==> src/rtl/core/wsg_pkg.sv <==
// ----------------------------------------------------------------------------
// wsg_pkg
// Shared types, widths and constants of the wheel slip grip estimator.
// ----------------------------------------------------------------------------
package wsg_pkg;

    localparam int COUNT_BITS_DEF = 16;

    localparam int SQ_W   = 64;
    localparam int ROOT_W = 32;
    localparam int NUM_W  = 56;
    localparam int DEN_W  = 48;
    localparam int STEP_W = 6;

    localparam logic [STEP_W-1:0] STEPS_NARROW = 6'd40;
    localparam logic [STEP_W-1:0] STEPS_WIDE   = 6'd56;

    localparam logic [22:0] GRIP_FULL    = 23'd6553600;
    localparam logic [6:0]  GRIP_MAX_PCT = 7'd100;

    localparam logic [31:0] COAST_RST = 32'd500000;
    localparam logic [15:0] ALPHA_RST = 16'd6554;
    localparam logic [15:0] SCALE_RST = 16'd1000;
    localparam logic [15:0] DMAX_RST  = 16'd2048;

    localparam logic [15:0] WHEEL_K   = 16'd62500;
    localparam logic [14:0] DROP_K    = 15'd25600;

    typedef enum logic [1:0] {
        REG_COAST,
        REG_ALPHA,
        REG_SCALE,
        REG_DMAX
    } t_reg;

    typedef enum logic [1:0] {
        DIV_BODY,
        DIV_WHEEL,
        DIV_DROP
    } t_div;

    typedef enum logic [4:0] {
        S_IDLE,
        S_ACC,
        S_DECIDE,
        S_SQX,
        S_SQY,
        S_RSTART,
        S_ROOT,
        S_BSTART,
        S_BODY,
        S_WMUL,
        S_WSTART,
        S_WDIV,
        S_EXCESS,
        S_DMUL,
        S_DSTART,
        S_DROP,
        S_BMUL,
        S_BAPPLY,
        S_DONE
    } t_state;

    typedef struct packed {
        logic load;
        logic acc;
        logic first;
        logic clear_latch;
        logic tgt_full;
        logic tgt_zero;
        logic sq_x;
        logic sq_y;
        logic root_start;
        logic div_start;
        t_div div_sel;
        logic cap_div;
        logic wmul;
        logic excess;
        logic dmul;
        logic bmul;
        logic bapply;
        logic out_load;
    } t_cmd;

    typedef struct packed {
        logic dt_zero;
        logic have_prev;
        logic rpm_same;
        logic coast;
        logic window_ok;
        logic root_busy;
        logic div_busy;
        logic big;
    } t_sts;

endpackage

==> src/rtl/core/wsg_ctrl.sv <==
// ----------------------------------------------------------------------------
// wsg_ctrl
// Sequencer of the grip estimator and owner of the input and output handshakes.
// ----------------------------------------------------------------------------
module wsg_ctrl
    import wsg_pkg::*;
(
    input  logic i_clk,
    input  logic i_rst_n,
    input  logic i_in_valid,
    output logic o_in_ready,
    output logic o_out_valid,
    input  logic i_out_ready,
    input  t_sts i_sts,
    output t_cmd o_cmd
);

    t_state r_state, n_state;
    logic   r_out_valid;
    t_cmd   w_cmd;

    always_ff @(posedge i_clk) begin
        if (!i_rst_n) begin
            r_state     <= S_IDLE;
            r_out_valid <= 1'b0;
        end else begin
            r_state <= n_state;
            if (w_cmd.out_load) begin
                r_out_valid <= 1'b1;
            end else if (i_out_ready) begin
                r_out_valid <= 1'b0;
            end
        end
    end

    always_comb begin
        n_state       = r_state;
        w_cmd         = '0;
        w_cmd.div_sel = DIV_BODY;
        unique case (r_state)
            S_IDLE: begin
                if (i_in_valid) begin
                    w_cmd.load = 1'b1;
                    n_state    = S_ACC;
                end
            end
            S_ACC: begin
                if (i_sts.dt_zero) begin
                    n_state = S_DONE;
                end else begin
                    w_cmd.acc = 1'b1;
                    n_state   = S_DECIDE;
                end
            end
            S_DECIDE: begin
                if (!i_sts.have_prev) begin
                    w_cmd.first       = 1'b1;
                    w_cmd.clear_latch = 1'b1;
                    n_state           = S_DONE;
                end else if (i_sts.rpm_same) begin
                    if (i_sts.coast) begin
                        w_cmd.tgt_full = 1'b1;
                        n_state        = S_BMUL;
                    end else begin
                        n_state = S_DONE;
                    end
                end else if (!i_sts.window_ok) begin
                    w_cmd.clear_latch = 1'b1;
                    n_state           = S_DONE;
                end else begin
                    n_state = S_SQX;
                end
            end
            S_SQX: begin
                w_cmd.sq_x = 1'b1;
                n_state    = S_SQY;
            end
            S_SQY: begin
                w_cmd.sq_y = 1'b1;
                n_state    = S_RSTART;
            end
            S_RSTART: begin
                w_cmd.root_start = 1'b1;
                n_state          = S_ROOT;
            end
            S_ROOT: begin
                if (!i_sts.root_busy) begin
                    n_state = S_BSTART;
                end
            end
            S_BSTART: begin
                w_cmd.div_start = 1'b1;
                n_state         = S_BODY;
            end
            S_BODY: begin
                if (!i_sts.div_busy) begin
                    w_cmd.cap_div = 1'b1;
                    n_state       = S_WMUL;
                end
            end
            S_WMUL: begin
                w_cmd.wmul = 1'b1;
                n_state    = S_WSTART;
            end
            S_WSTART: begin
                w_cmd.div_sel   = DIV_WHEEL;
                w_cmd.div_start = 1'b1;
                n_state         = S_WDIV;
            end
            S_WDIV: begin
                w_cmd.div_sel = DIV_WHEEL;
                if (!i_sts.div_busy) begin
                    w_cmd.cap_div = 1'b1;
                    n_state       = S_EXCESS;
                end
            end
            S_EXCESS: begin
                w_cmd.excess      = 1'b1;
                w_cmd.clear_latch = 1'b1;
                n_state           = S_DMUL;
            end
            S_DMUL: begin
                if (i_sts.big) begin
                    w_cmd.tgt_zero = 1'b1;
                    n_state        = S_BMUL;
                end else begin
                    w_cmd.dmul = 1'b1;
                    n_state    = S_DSTART;
                end
            end
            S_DSTART: begin
                w_cmd.div_sel   = DIV_DROP;
                w_cmd.div_start = 1'b1;
                n_state         = S_DROP;
            end
            S_DROP: begin
                w_cmd.div_sel = DIV_DROP;
                if (!i_sts.div_busy) begin
                    w_cmd.cap_div = 1'b1;
                    n_state       = S_BMUL;
                end
            end
            S_BMUL: begin
                w_cmd.bmul = 1'b1;
                n_state    = S_BAPPLY;
            end
            S_BAPPLY: begin
                w_cmd.bapply = 1'b1;
                n_state      = S_DONE;
            end
            S_DONE: begin
                if (!r_out_valid || i_out_ready) begin
                    w_cmd.out_load = 1'b1;
                    n_state        = S_IDLE;
                end
            end
            default: begin
                n_state = S_IDLE;
            end
        endcase
    end

    assign o_cmd       = w_cmd;
    assign o_in_ready  = (r_state == S_IDLE);
    assign o_out_valid = r_out_valid;

endmodule

==> config.mk <==
export PLATFORM = sky130hd
export DESIGN_NAME = wsg_ctrl
export DESIGN_NICKNAME = d
export VERILOG_FILES = /design/src/rtl/core/wsg_pkg.sv /design/src/rtl/core/wsg_ctrl.sv
export SDC_FILE = /design/constraint.sdc
export NUM_CORES = 1
export LEC_CHECK = 0
export BUFFER_PORTS_ARGS = -buffer_cell sky130_fd_sc_hd__buf_2
export CAP_MARGIN = 20
export CORE_MARGIN = 2
export CORE_UTILIZATION = 40
export CTS_BUF_LIST = sky130_fd_sc_hd__clkbuf_8
export CTS_CLUSTER_SIZE = 16
export DETAILED_ROUTE_END_ITERATION = 6
export GPL_ROUTABILITY_DRIVEN = 0
export GPL_TIMING_DRIVEN = 1
export PLACE_DENSITY = 0.72
export SLEW_MARGIN = 5
export SYNTH_ARGS = -nofsm -noshare
export SYNTH_HDL_FRONTEND = slang
export SYNTH_SLANG_ARGS = --single-unit
==> constraint.sdc <==
create_clock -name i_clk -period 3.6 [get_ports i_clk]
set_input_delay 0.72 -clock i_clk [delete_from_list [all_inputs] [get_ports i_clk]]
set_output_delay 0.72 -clock i_clk [all_outputs]
set_load 0.01 [all_outputs]
==> results of run 1 <==
worst min-delay path: stages, from the launching register on:
cell and delay [ps]:
sky130_fd_sc_hd__dfxtp_1 450, sky130_fd_sc_hd__nand2_1 120, sky130_fd_sc_hd__mux2i_1 60
cell usage after synthesis, types with 2 or more instances:
master and instances:
sky130_fd_sc_hd__nand3_1 5, sky130_fd_sc_hd__dfxtp_1 6, sky130_fd_sc_hd__inv_1 2, sky130_fd_sc_hd__a21o_1 2, sky130_fd_sc_hd__and3_1 3, sky130_fd_sc_hd__nor3b_1 2, sky130_fd_sc_hd__nand2_1 6, sky130_fd_sc_hd__clkbuf_1 2
sky130_fd_sc_hd__nand3b_1 2, sky130_fd_sc_hd__and2_1 2, sky130_fd_sc_hd__a21oi_1 2, sky130_fd_sc_hd__nor2b_1 2, sky130_fd_sc_hd__buf_2 4, sky130_fd_sc_hd__o2111ai_1 2, sky130_fd_sc_hd__nand2b_1 2, sky130_fd_sc_hd__mux2i_1 2
sky130_fd_sc_hd__o21ai_0 4, sky130_fd_sc_hd__nor3_1 6, sky130_fd_sc_hd__nor2_1 12
power by group:
| group | internal [W] | switching [W] |
|---|---|---|
| Combinational | 0.000129 | 0.000136 |
| Clock | 0.0000716 | 0.0000262 |
| Sequential | 0.0000829 | 0.0000579 |
path summary, 6_finish.rpt:
check / startpoint / to / slack, ps
worst max-delay path: r_state[0]$_SDFFE_PN0P_ / o_cmd[15] / 1210
worst min-delay path: r_state[2]$_SDFFE_PN0P_ / r_state[2]$_SDFFE_PN0P_ / 680
worst max register to register: r_state[1]$_SDFFE_PN0P_ / r_state[1]$_SDFFE_PN0P_ / 1830
worst min register to register: r_state[2]$_SDFFE_PN0P_ / r_state[2]$_SDFFE_PN0P_ / 680
state kept, by name (all words and copies together) (netlist names):
name         count
r_state          5
o_out_valid      1
kinds of logic after synthesis:
group,after synthesis,share of synthesized area
AOI/OAI and AO/OA,20,0.234
and+or+nand+nor,54,0.480
buffers and inverters,8,0.0538
muxes,3,0.0480
DFF,6,0.184
layer usage:
layer	up-vias	part of all wire
li1	396	-
met1	373	0.43
met2	29	0.51
met3	2	0.056
met4	0	0.0086
met5	-	0
cell type report:
| cell class | count | share of cell area |
|---|---|---|
| flip-flops and latches | 6 | 0.142 |
| inverters | 2 | 0.00888 |
| well taps | 16 | 0.0237 |
| clock buffers | 3 | 0.0488 |
| repair buffers | 32 | 0.189 |
| multi-input cells | 77 | 0.587 |
metrics by stage:
stage / instance area [µm²] / total power, W / std cells / setup WS (ps) / hold slack [ps]
5_1_grt: 846 / 0.000545 / 136 / 988 / 723
4_1_cts: 846 / 0.000506 / 136 / 1210 / 682
3_3_place_gp: 805 / 0.000398 / 133 / 1470 / 644
3_5_place_dp: 805 / 0.000404 / 133 / 1450 / 677
6_report: 846 / 0.000504 / 136 / 1210 / 685
2_1_floorplan: 652 / 0.000333 / 91 / 1690 / 651
==> results.json, run 1 <==
{
  "post_route_wl_um": 1740,
  "holdCritPathClass": "flop to flop",
  "die_height_um": 44.4,
  "insertion_delay_ps": 220,
  "synth_area_um2": 652,
  "fin_setup_tns_ps": 0,
  "timing.critical_path.depth": 4,
  "worst-path-max-fanout": 16,
  "clock_pin_slew_worst_setup_and_hold_paths_ps": 30,
  "worst_path_largest_cell_delay_ps": 600,
  "dieWidth_um": 44.4,
  "clockBufferDepth": 2,
  "num-fill-cells": 153,
  "drt_iter0_markers": 18,
  "die_area_um2": 1970,
  "grt.met2_usage": 0.324,
  "resized_after_cts": 0,
  "cts_h_tree_depth": 1,
  "final_layout_size_suffix_gt1_frac": 0.358,
  "route.antenna.remaining_nets": 0,
  "final.min_clock_period_ps": 2390,
  "gate_count_after_technology_mapping": 91,
  "postCtsHoldBufs": 0,
  "power_leakage_nw": 0.400,
  "first_global_vias": 669,
  "detail_route.first_pass.iterations": 5,
  "end_kind": "output pin",
  "synth_area_leaders": "sky130_fd_sc_hd__dfxtp_1 18%, sky130_fd_sc_hd__nor2_1 6.9%, sky130_fd_sc_hd__nor3_1 4.6%",
  "power.density_nw_per_um2": 596,
  "n_antenna_cell": 0,
  "detail_route.drc_violations": 0,
  "multi_input_area_um2": 497,
  "globalRouteTotalUtil": 0.189,
  "timing.critical_path.from_type": "flop",
  "synth.yosys.warnings": 0,
  "ir_drop_mv": 0.527,
  "std_cell_rows": 14,
  "run_status": "finished, final reports clean",
  "wire_length_of_the_first_global_routing_pass_um": 2790,
  "pin_count": 33,
  "hold-path-cell-count": 2,
  "finalHoldViolCount": 0,
  "predominant_post_synthesis_flop_cell": "sky130_fd_sc_hd__dfxtp_1",
  "grt_start_max_net_pins": 18,
  "drt-vias-per-instance": 5.88,
  "globalRoute.totalOverflow": 0,
  "start_util": 0.428,
  "ctsRootBufferMaster": "sky130_fd_sc_hd__clkbuf_8",
  "wire_per_inst_um": 12.8,
  "mostFrequentLayoutCells": "32 x sky130_fd_sc_hd__buf_2, 12 x sky130_fd_sc_hd__nor2_1, 6 x sky130_fd_sc_hd__nand2_1, 6 x sky130_fd_sc_hd__nor3_1, 6 x sky130_fd_sc_hd__dfxtp_1",
  "commonest_non_fill_non_tap_cell_in_the_layout": "sky130_fd_sc_hd__buf_2",
  "synth-edff-count": 0,
  "final_nets": 134,
  "vias": 800,
  "cts_tree": "yes",
  "tritoncts_num_sinks": 6,
  "kind_of_cell_adding_the_most_delay_to_the_critical_path": "flip-flops",
  "ys_async_sr_fraction": 0,
  "critical_path_arrival_ps": 1670,
  "fin_crit_sh": 0.663,
  "maxCapViolations": 0,
  "max_clock_freq_mhz": 419,
  "synth.net_count": 103,
  "timing.critical_path.buf_inv": 1,
  "layout.area.seq_um2": 120,
  "slew_headroom": 0.675,
  "postSynthAreaPerCell_um2": 7.16,
  "placeableCoreArea_um2": 1520,
  "worstPathCellList": "and2b_2 > and2_1 > a31o_2 > buf_2",
  "final.setup_skew_ps": 0.694,
  "synth_top_area_cell": "sky130_fd_sc_hd__dfxtp_1",
  "count_of_buffers_added_by_post_cts_timing_repair_for_setup": 0,
  "top_usage_layer": "met2",
  "cpMaxStageDelayCell": "sky130_fd_sc_hd__dfxtp_1",
  "post-dp-hpwl_um": 1360,
  "count_of_unique_library_cells_instantiated_by_yosys": 42,
  "grtUsageMet3": 0.0163,
  "synthToLayoutAreaGrowth_pct": 29.8,
  "synth_seq_area_share": 0.184,
  "timing_worst_slew_pin_value_ps": 487,
  "synth-seq-cells": 6,
  "port-buffer-count": 32,
  "rsz0062_at_grt": "no",
  "final_setup_viols": 0,
  "utilization": 0.555,
  "grt_antenna_before_repair": 0,
  "grt.met1_usage": 0.233,
  "cells_on_worst_reg2reg_path": 3,
  "number_of_max_slew_violations_in_the_final_report": 0,
  "yosys.area.top_type_share": 0.184,
  "cts_buf_count": 3,
  "worstSetupPathType": "flop to output pin",
  "timing.critical_path.required_ps": 2880
}
No activity file was read; power rests on OpenSTA's default activity.
==> run 2: changes to the inputs <==
- clock period: 3.6 -> 2.36 ns (I/O delays scaled with it)
==> run 2 against run 1 <==
Final cell count increased by 0.74%. Wire length up 1.3%. Core utilization rose by 0.49 points. Critical path type unchanged. Critical endpoint unchanged. Largest cell class unchanged. Highest routed layer unchanged.
==> results.json, run 2 (synthesized netlist as in run 1, its figures left out) <==
{
  "register_with_the_highest_flop_count": "r_state",
  "timing.hold.worst.start": "r_state[2]$_SDFFE_PN0P_",
  "setup.worst_path.start": "r_state[0]$_SDFFE_PN0P_",
  "dpl.cell_count": 134,
  "reg2reg_from": "r_state[0]$_SDFFE_PN0P_",
  "critical_path_arrival_ps": 1650,
  "resized_after_cts": 0,
  "globalRouteTotalUtil": 0.209,
  "n_antenna_cell": 0,
  "placeableCoreArea_um2": 1520,
  "maxCapViolations": 0,
  "ctsRootBufferMaster": "sky130_fd_sc_hd__clkbuf_8",
  "detail_route.first_pass.iterations": 4,
  "clock_pin_slew_worst_setup_and_hold_paths_ps": 30,
  "drt_iter0_markers": 13,
  "mostFrequentLayoutCells": "32 x sky130_fd_sc_hd__buf_2, 12 x sky130_fd_sc_hd__nor2_1, 6 x sky130_fd_sc_hd__nand2_1, 6 x sky130_fd_sc_hd__nor3_1, 6 x sky130_fd_sc_hd__dfxtp_1",
  "drt-vias-per-instance": 5.70,
  "largest_register_ffs": 5,
  "max_clock_freq_mhz": 471,
  "cts_h_tree_depth": 1,
  "worst-path-max-fanout": 16,
  "fin_crit_sh": 0.900,
  "cts_buf_count": 3,
  "rsz0062_at_grt": "no",
  "die_height_um": 44.4,
  "final_nets": 135,
  "commonest_non_fill_non_tap_cell_in_the_layout": "sky130_fd_sc_hd__buf_2",
  "dp_slack_ps": 487,
  "post-dp-hpwl_um": 1410,
  "post-layout-total-power_w": 0.000773,
  "clockBufferDepth": 2,
  "timing.critical_path.from_type": "flop",
  "final.min_clock_period_ps": 2120,
  "pin_count": 33,
  "globalRoute.totalOverflow": 0,
  "timing_worst_slew_pin_value_ps": 492,
  "power.density_nw_per_um2": 906,
  "number_of_max_slew_violations_in_the_final_report": 0,
  "worstSetupPathType": "flop to output pin",
  "port-buffer-count": 32,
  "final.setup_skew_ps": 1.83,
  "vias": 781,
  "setup_ws_ps": 236,
  "power_leakage_nw": 0.406,
  "route.antenna.remaining_nets": 0,
  "end_kind": "output pin",
  "final_layout_size_suffix_gt1_frac": 0.364,
  "utilization": 0.560,
  "run_status": "finished, final reports clean",
  "ir_drop_mv": 0.604,
  "insertion_delay_ps": 220,
  "count_of_buffers_added_by_post_cts_timing_repair_for_setup": 0,
  "timing.critical_path.required_ps": 1890,
  "std_cell_rows": 14,
  "tritoncts_num_sinks": 6,
  "wire_length_of_the_first_global_routing_pass_um": 3060,
  "slew_headroom": 0.671,
  "grt_antenna_before_repair": 0,
  "wire_per_inst_um": 12.9,
  "final_setup_viols": 0,
  "die_area_um2": 1970,
  "postCtsHoldBufs": 0,
  "post_route_wl_um": 1760,
  "dieWidth_um": 44.4,
  "fin_setup_tns_ps": 0,
  "grt_start_max_net_pins": 18,
  "synthToLayoutAreaGrowth_pct": 30.9,
  "finalHoldViolCount": 0,
  "detail_route.drc_violations": 0,
  "cts_tree": "yes",
  "finish.cell_count_without_fillers": 137,
  "holdCritPathClass": "flop to flop",
  "start_util": 0.428,
  "first_global_vias": 684
}
## run 2: path summary, 6_finish.rpt
path	to	slack [ps]	cells after the start
min	r_state[2]$_SDFFE_PN0P_	550	2
min reg2reg	r_state[2]$_SDFFE_PN0P_	550	2
max reg2reg	r_state[1]$_SDFFE_PN0P_	610	4
max	o_cmd[15]	240	4
## run 2: stage by stage
stage | hold WS [ps] | cell area, µm²
after CTS | 547 | 853
after detailed placement | 543 | 812
final | 547 | 853
after floorplan | 622 | 652
after global placement | 530 | 812
after global routing | 584 | 853
## run 2: final cells by class
type,instances,area (µm²)
fillers,153,671
multi-input cells,77,497
repair buffers,33,168
flip-flops and latches,6,120
clock buffers,3,41.3
well taps,16,20.0
inverters,2,7.51
## run 2: where the power goes
part	switching [W]	total [W]	internal, W
clock	0.0000410	0.000150	0.000109
sequential	0.0000798	0.000206	0.000127
combinational	0.000218	0.000417	0.000199
total	0.000338	0.000773	0.000435
## run 2: worst max-delay path: stages, from the launching register on
cell                      delay [ps]
sky130_fd_sc_hd__dfxtp_1         590
sky130_fd_sc_hd__and2b_2         300
sky130_fd_sc_hd__and2_1          180
sky130_fd_sc_hd__a31o_2          220
sky130_fd_sc_hd__buf_2           130
## run 2: layer usage
metal  track usage  up-vias  wire [µm]
li1              -      402          -
met1         0.263      358        791
met2         0.356       19        886
met3        0.0245        2         65
met4        0.0909        0         18
met5             0        -          0
==> run 3: changes to the inputs <==
- CELL_PAD_IN_SITES_DETAIL_PLACEMENT: unset -> 0
- CELL_PAD_IN_SITES_GLOBAL_PLACEMENT: unset -> 1
- CORE_UTILIZATION: 40 -> 31
- PLACE_DENSITY: 0.72 -> unset
- PLACE_DENSITY_LB_ADDON: unset -> 0.12
==> run 3 against run 2 <==
First-iteration DRC count shrank 31%. Wire length rose by 6.6%. Count of clock-buffer cells in the layout did not move. Maximum frequency decreased by 1.1%. Via count fell by 1.4%. Design area is 2.5% higher. Critical path type unchanged. Critical endpoint unchanged. Largest power group unchanged. Highest routed layer unchanged.
==> results.json, run 3 (synthesized netlist as in run 1, its figures left out) <==
{
  "wire_per_inst_um": 12.6,
  "power.internal_w": 0.000435,
  "register_with_the_highest_flop_count": "r_state",
  "timing.critical_path.required_ps": 1890,
  "start_util": 0.329,
  "multi_input_area_um2": 497,
  "cts_buf_count": 3,
  "die_area_um2": 2490,
  "clockBufferDepth": 2,
  "slew_headroom": 0.664,
  "grt_antenna_before_repair": 0,
  "timing.critical_path.from_type": "flop",
  "std_cell_rows": 16,
  "pin_count": 33,
  "cells_on_worst_reg2reg_path": 3,
  "wire_length_of_the_first_global_routing_pass_um": 3020,
  "final_setup_viols": 0,
  "largest_register_ffs": 5,
  "port-buffer-count": 32,
  "globalRoute.totalOverflow": 0,
  "num-fill-cells": 221,
  "number_of_max_slew_violations_in_the_final_report": 0,
  "resized_after_cts": 0,
  "ir_drop_mv": 0.600,
  "dp_slack_ps": 444,
  "tritoncts_num_sinks": 6,
  "power.share.switching": 0.436,
  "hold-path-cell-count": 2,
  "end_kind": "output pin",
  "drt-vias-per-instance": 5.17,
  "first_global_vias": 682,
  "post_route_wl_um": 1880,
  "timing.hold.worst.start": "r_state[2]$_SDFFE_PN0P_",
  "worstPathCellList": "and2b_2 > and2_1 > a31o_2 > buf_2",
  "synthToLayoutAreaGrowth_pct": 34.2,
  "insertion_delay_ps": 210,
  "seq_power_share": 0.274,
  "switching_power_w": 0.000336,
  "fin_crit_sh": 0.910,
  "timing_worst_slew_pin_value_ps": 492,
  "cpMaxStageDelayCell": "sky130_fd_sc_hd__dfxtp_1",
  "cts_h_tree_depth": 1,
  "commonest_non_fill_non_tap_cell_in_the_layout": "sky130_fd_sc_hd__buf_2",
  "final_nets": 136,
  "placeableCoreArea_um2": 1980,
  "n_antenna_cell": 0,
  "final_layout_size_suffix_gt1_frac": 0.369,
  "final.min_clock_period_ps": 2150,
  "die_height_um": 49.9,
  "detail_route.first_pass.iterations": 4,
  "count_of_buffers_added_by_post_cts_timing_repair_for_setup": 0,
  "crit-reg2reg-capture": "r_state[1]$_SDFFE_PN0P_",
  "clock_pin_slew_worst_setup_and_hold_paths_ps": 30,
  "cts_tree": "yes",
  "ctsRootBufferMaster": "sky130_fd_sc_hd__clkbuf_8",
  "worst-path-max-fanout": 16,
  "maxCapViolations": 0,
  "final.setup_skew_ps": 0.324,
  "holdCritPathClass": "flop to flop",
  "vias": 770,
  "power.density_nw_per_um2": 882,
  "worstHoldEndpoint": "r_state[2]$_SDFFE_PN0P_",
  "p_comb_frac": 0.537,
  "worstSetupPathType": "flop to output pin",
  "mostFrequentLayoutCells": "32 x sky130_fd_sc_hd__buf_2, 12 x sky130_fd_sc_hd__nor2_1, 6 x sky130_fd_sc_hd__nand2_1, 6 x sky130_fd_sc_hd__nor3_1, 6 x sky130_fd_sc_hd__dfxtp_1",
  "route.antenna.remaining_nets": 0,
  "placed_area_um2": 833,
  "run_status": "finished, final reports clean",
  "clock_network_fraction_of_total_power": 0.189,
  "power_leakage_nw": 0.411,
  "worst_path_largest_cell_delay_ps": 620,
  "fin_setup_tns_ps": 0,
  "timing.reg2reg.setup_slack_ps": 560,
  "drt_iter0_markers": 9,
  "finalHoldViolCount": 0,
  "max_clock_freq_mhz": 466,
  "layout.area.seq_um2": 120,
  "globalRouteTotalUtil": 0.154,
  "dieWidth_um": 49.9,
  "reg2reg_from": "r_state[1]$_SDFFE_PN0P_",
  "postCtsHoldBufs": 0,
  "final_cell_area_um2": 875,
  "timing.critical_path.buf_inv": 1,
  "critical_path_arrival_ps": 1680,
  "kind_of_cell_adding_the_most_delay_to_the_critical_path": "flip-flops",
  "setup_ws_ps": 213,
  "grt_start_max_net_pins": 17,
  "rsz0062_at_grt": "no",
  "detail_route.drc_violations": 0,
  "post-dp-hpwl_um": 1440
}
run 3: changes by cell type in the layout (fill, tap and decap cells not counted), sizes merged:
cell / before / now
buf: 33 / 34
run 3: area by class of cell:
type | instances | share of cell area
Clock buffer | 3 | 0.0472
Timing Repair Buffer | 34 | 0.200
Tap cell | 27 | 0.0386
Sequential cell | 6 | 0.137
Inverter | 2 | 0.00858
Multi-Input combinational cell | 77 | 0.568
run 3: through the flow:
step	utilization	total power, W	std cells	hold slack [ps]
2_1_floorplan	-	0.000508	91	622
3_3_place_gp	0.420	0.000623	146	549
3_5_place_dp	0.420	0.000628	146	549
4_1_cts	0.441	0.000779	149	552
5_1_grt	0.441	0.000834	149	570
6_report	0.441	0.000771	149	552
run 3: worst max path at each step:
| stage | start | endpoint | depth (start not counted) |
|---|---|---|---|
| 2_1_floorplan | r_state[2]$_SDFFE_PN0P_ | o_cmd[0] | 4 |
| 3_3_place_gp | r_state[0]$_SDFFE_PN0P_ | o_cmd[15] | 4 |
| 3_5_place_dp | r_state[0]$_SDFFE_PN0P_ | o_cmd[15] | 4 |
| 4_1_cts | r_state[0]$_SDFFE_PN0P_ | o_cmd[15] | 4 |
| 5_1_grt | r_state[0]$_SDFFE_PN0P_ | o_cmd[6] | 4 |
| 6_report | r_state[0]$_SDFFE_PN0P_ | o_cmd[15] | 4 |
run 3: power groups by stage:
| stage | Sequential (W) | Combinational, W | Clock, W |
|---|---|---|---|
| 6_report | 0.000211 | 0.000414 | 0.000146 |
| 3_3_place_gp | 0.000209 | 0.000414 | 0 |
| 5_1_grt | 0.000219 | 0.000460 | 0.000155 |
| 4_1_cts | 0.000210 | 0.000417 | 0.000151 |
| 2_1_floorplan | 0.000149 | 0.000359 | 0 |
| 3_5_place_dp | 0.000213 | 0.000416 | 0 |
run 3: layer usage:
metal,up-vias,wire (µm),global-route usage
met2,23,840,0.253
met3,2,84,0.00909
met5,-,0,0
met1,342,939,0.210
met4,0,13,0.0556
li1,403,-,-
run 3: tightest hold or removal path, stage by stage (launching register included):
cell and delay [ps]:
sky130_fd_sc_hd__dfxtp_1 360, sky130_fd_sc_hd__nand2_1 80, sky130_fd_sc_hd__mux2i_1 60
